==> src/rtl/twil_ram.sv <==
// Generic single-write, single-read synchronous RAM with registered read data.
module twil_ram #(
    parameter int WIDTH = 8,
    parameter int DEPTH = 16
) (
    input  logic                     clk,
    input  logic                     we,
    input  logic [$clog2(DEPTH)-1:0] waddr,
    input  logic [WIDTH-1:0]         wdata,
    input  logic [$clog2(DEPTH)-1:0] raddr,
    output logic [WIDTH-1:0]         rdata
);

    logic [WIDTH-1:0] mem [DEPTH];

    always_ff @(posedge clk)
    begin
        if (we)
        begin
            mem[waddr] <= wdata;
        end
        rdata <= mem[raddr];
    end

endmodule

==> config.mk <==
export PLATFORM = sky130hd
export DESIGN_NAME = twil_ram
export DESIGN_NICKNAME = d
export VERILOG_FILES = /design/src/rtl/twil_ram.sv
export SDC_FILE = /design/constraint.sdc
export NUM_CORES = 1
export LEC_CHECK = 0
export ABC_AREA = 1
export BUFFER_PORTS_ARGS = -buffer_cell sky130_fd_sc_hd__buf_4
export CAP_MARGIN = 40
export CORE_ASPECT_RATIO = 2
export CORE_MARGIN = 2
export CORE_UTILIZATION = 55
export CTS_BUF_LIST = sky130_fd_sc_hd__clkbuf_16
export CTS_CLUSTER_DIAMETER = 200
export DETAILED_ROUTE_END_ITERATION = 8
export GPL_TIMING_DRIVEN = 0
export PLACE_DENSITY = 0.75
export SLEW_MARGIN = 20
export SYNTH_ARGS = -nofsm -noshare
export SYNTH_HDL_FRONTEND = slang
export SYNTH_SLANG_ARGS = --single-unit
==> constraint.sdc <==
create_clock -name clk -period 1.1 [get_ports clk]
set_clock_uncertainty 0.2 [all_clocks]
set_input_delay 0.055 -clock clk [delete_from_list [all_inputs] [get_ports clk]]
set_output_delay 0.055 -clock clk [all_outputs]
set_load 0.01 [all_outputs]
Word-level counts from Yosys, hierarchy flattened:

Memories as Yosys holds them, arrays and structs flattened. A register that Yosys moved wholly into a read port is not among the register bits.
Cells that the tools add are included.

* logic and storage cells: 3
* memories: 1
* memory bits (writable): 128
* input port bits: 18
* bits in registers: 0

* mux-type cells: 2

Memories
* mem: words 16, width 8, read ports 1, clocked after Yosys merged registers in 1, write ports 1, RTL line 14 `logic [WIDTH-1:0] mem [DEPTH];`

Operators with widths (number)
* two-way mux 1 bit: 2

Longest topological paths before layout:

* depth in word-level cells: 2
* depth in mapped cells: 8
* gate-level depth less buffers: 7

Worst setup path before layout:

No wires, ideal clock.

* path kind: input port to flip-flop
* start point: input port waddr[3]
* end point: memory mem[4][0], enable pin
* arrival time: 0.636 ns
* setup slack: -0.106 ns
* stages on the path: 2
* cells stage by stage: nand3b_1 nor2_1

RTL lines
* start, declared: RTL line 8 `input logic [$clog2(DEPTH)-1:0] waddr,`
* end, declared: RTL line 14

Straight into the memory's write port.

Final worst setup path:

* start point: input port waddr[2]
* end point: memory mem[11][6], enable pin

Straight into the memory's write port.

==> flow_metrics.py <==
metrics = {
    "status": {
        "outcome": "complete, but fails checks",
        "violations": "negative hold slack, negative setup slack",
    },
    "global_route": {
        "antenna_found_initial": 0,
        "grt_use_total_pct": 28.1,
        "grt_pass1_vias": 4074,
        "grt_pass1_wl_um": 22500,
        "grt_overflow": 0,
        "use_met3_pct": 5.45,
        "grt_max_degree": 17,
        "grt_use_met2_pct": 51.9,
        "top_usage_layer": "met2",
        "gr-usage-met1_pct": 28.7,
    },
    "finish": {
        "fin_area_um2": 7210,
        "areaGrowthSynthToFinish_pct": 25.1,
        "layout-drive-gt1-share_pct": 28.7,
        "diodes": 0,
        "instances_no_fill": 751,
        "nNetsFinal": 621,
    },
    "worst_setup_path": {
        "worstReg2RegEnd": "rdata[2]",
        "slowest_stage": "nor2_2",
        "r2r-start": "mem[3][2]",
        "crit_required_ns": 0.97,
        "endpoint_kind": "flop",
        "rrSetupSlack_ns": -0.06,
        "cp_max_fo": 8,
        "cp_cell_sequence": "buf_4, nand3b_1, nor2_2",
        "slowest_delay_ns": 0.50,
        "ff2ff_path_depth": 6,
        "arrival_ns": 1.06,
        "cp-start-kind": "primary input",
        "critical_path_class": "primary input to flop",
    },
    "placed_design": {
        "placed_area_um2": 6120,
        "port_buffers": 22,
        "preCtsSetupSlack_ns": -0.599,
        "hpwlAfterDp_um": 10100,
        "finalWeightedCongestion": 1.00,
        "placed_cells": 708,
    },
    "clocking": {
        "cts_root_buf": "clkbuf_16",
        "cts-htree-levels": 4,
        "clkLatencyLatePin_ns": 0.42,
        "cts_tree": "yes",
        "clkTransAtPathRegs_ns": 0.06,
        "clockBufferDepth": 2,
        "hold_buffers": 12,
        "clkSinkCount": 136,
        "cts_buffers": 17,
    },
    "floorplanning": {
        "dieWidth_um": 76.4,
        "die_h_um": 149,
        "die_area_um2": 11400,
        "core_area_um2": 10100,
        "std_cell_rows": 52,
        "start_util_pct": 56.8,
        "ios": 26,
    },
    "pwr": {
        "switching_share_pct": 23.9,
        "peakVddDrop_uv": 1260,
        "power_density_nw_per_um2": 1630,
        "power_frac_comb_pct": 8.5,
        "p_seq_share_pct": 49.5,
        "pwr-share-clk_pct": 42.0,
        "switchingPower_mw": 2.82,
        "p_int_mw": 8.97,
        "p_leak_nw": 3.08,
    },
    "hold_path": {
        "hold_path.startpoint": "raddr[2]",
        "hold_path_depth": 4,
        "hold_path_class": "primary input to flop",
        "holdPathEnd": "rdata[4]",
    },
    "timing": {
        "rsz0062_at_grt": "true",
        "report.final.slew_viol_count": 0,
        "finalHoldViolCount": 8,
        "fin_crit_sh_pct": 108,
        "timing.slew.headroom_pct": 65.6,
        "setup_viol": 32,
        "period_minus_slack_ns": 1.19,
        "worstMarginPinSlew_ns": 0.514,
        "fmaxAchievable_mhz": 839,
        "hold-worst-slack_ns": -0.128,
        "final.setup.worst_slack_ns": -0.0913,
    },
    "synthesis": {
        "ys_top_cells_by_area": "edfxtp_1 67%, nand2_1 11%, nand3_1 8.4%",
        "yosysSeqAreaShare_pct": 69.4,
        "yosys_warnings": 0,
        "yosysTopAreaCell": "edfxtp_1",
        "synth_seq_cells": 136,
        "syn_inst": 551,
        "avgSynthCellArea_um2": 10.5,
        "syn_area_um2": 5770,
        "synth_top_area_share_pct": 66.7,
        "syn_nets": 569,
        "synth_cell_type_count": 12,
    },
    "job": {
        "maxCapViolCount": 0,
    },
    "drt": {
        "ant_nets": 0,
        "num_vias": 4022,
        "drt_iter0_drc": 362,
        "wl_per_cell_um": 20.0,
        "drcViolationCount": 0,
        "routed_wl_um": 15000,
        "vias_per_cell": 5.36,
        "drt_pass1_iterations": 5,
    },
}
## synthesized netlist by cell type, drive strengths merged
master  instances
nor2           17
nand3          97
inv           102
nand2         173
buf            24
nand3b          2
dfxtp           8
edfxtp        128
## metal layers
metal	wire length (µm)	share of wire [%]	vias up
met5	0	0	-
met4	920	6.1	0
met3	707	4.7	53
met2	8360	56	177
met1	5060	34	1914
li1	-	-	1878
## stage by stage
step                      power, mW  setup TNS (ns)  util [%]
final                          11.8           -1.45      71.1
after global routing           12.1           -2.87      71.1
after CTS                      11.7           -3.52      70.0
after detailed placement       6.74          -59.74      60.3
after global placement         6.72          -54.78      60.3
after floorplan                6.36           -8.44         -
## cells in the final DEF, fill, tap and decap left out, drive strengths merged
master / instances
dlygate4sd3: 11
nor2: 17
clkinv: 8
clkinvlp: 4
buf: 46
edfxtp: 128
clkbuf: 17
nand2: 173
nand3b: 2
dfxtp: 8
inv: 105
nand3: 97
## critical path: cells and delay by family
family        cells  cell delay, ns
simple gates      2            0.88
buf+inv           1            0.12
## repair_timing
action	4_1_cts	5_1_grt
pin swaps	34	8
resized for setup	83	30
buffers inserted	0	0
hold endpoints to repair	136	6
setup endpoints to repair	96	56
## flip-flops by register name (all words and copies together), names as in the netlist
name and count:
mem 128, rdata 8
## cell type report
cell class	count	area [µm²]
flip-flops and latches	136	4010
fillers	760	2940
multi-input cells	289	1660
clock buffers	17	425
inverters	102	383
repair buffers	33	305
well taps	135	169
plain buffers	24	166
clock inverters	15	87.6
## power by group through the flow
stage	combinational, mW	clock (mW)	sequential, mW
final	1.00	4.95	5.84
after global routing	1.07	5.19	5.85
after CTS	0.963	4.95	5.83
after detailed placement	0.809	0	5.93
after global placement	0.796	0	5.93
after floorplan	0.413	0	5.95
## kinds of logic (layout without fill, tap and decap cells)
family | after synthesis | after routing | share of synthesized area, %
buf+inv | 126 | 191 | 9.52
flops | 136 | 136 | 69.4
simple gates | 289 | 289 | 21.0
## how the worst max path moves through the flow
stage | from | end | slack, ns | depth (start not counted)
4_1_cts | waddr[2] | mem[10][4] | -0.16 | 3
6_report | waddr[2] | mem[11][6] | -0.09 | 3
5_1_grt | mem[2][5] | rdata[5] | -0.12 | 6
3_5_place_dp | waddr[2] | mem[11][7] | -0.60 | 3
3_3_place_gp | waddr[2] | mem[11][7] | -0.56 | 3
2_1_floorplan | waddr[2] | mem[10][0] | -0.11 | 2
No activity file was read; power rests on OpenSTA's default activity.
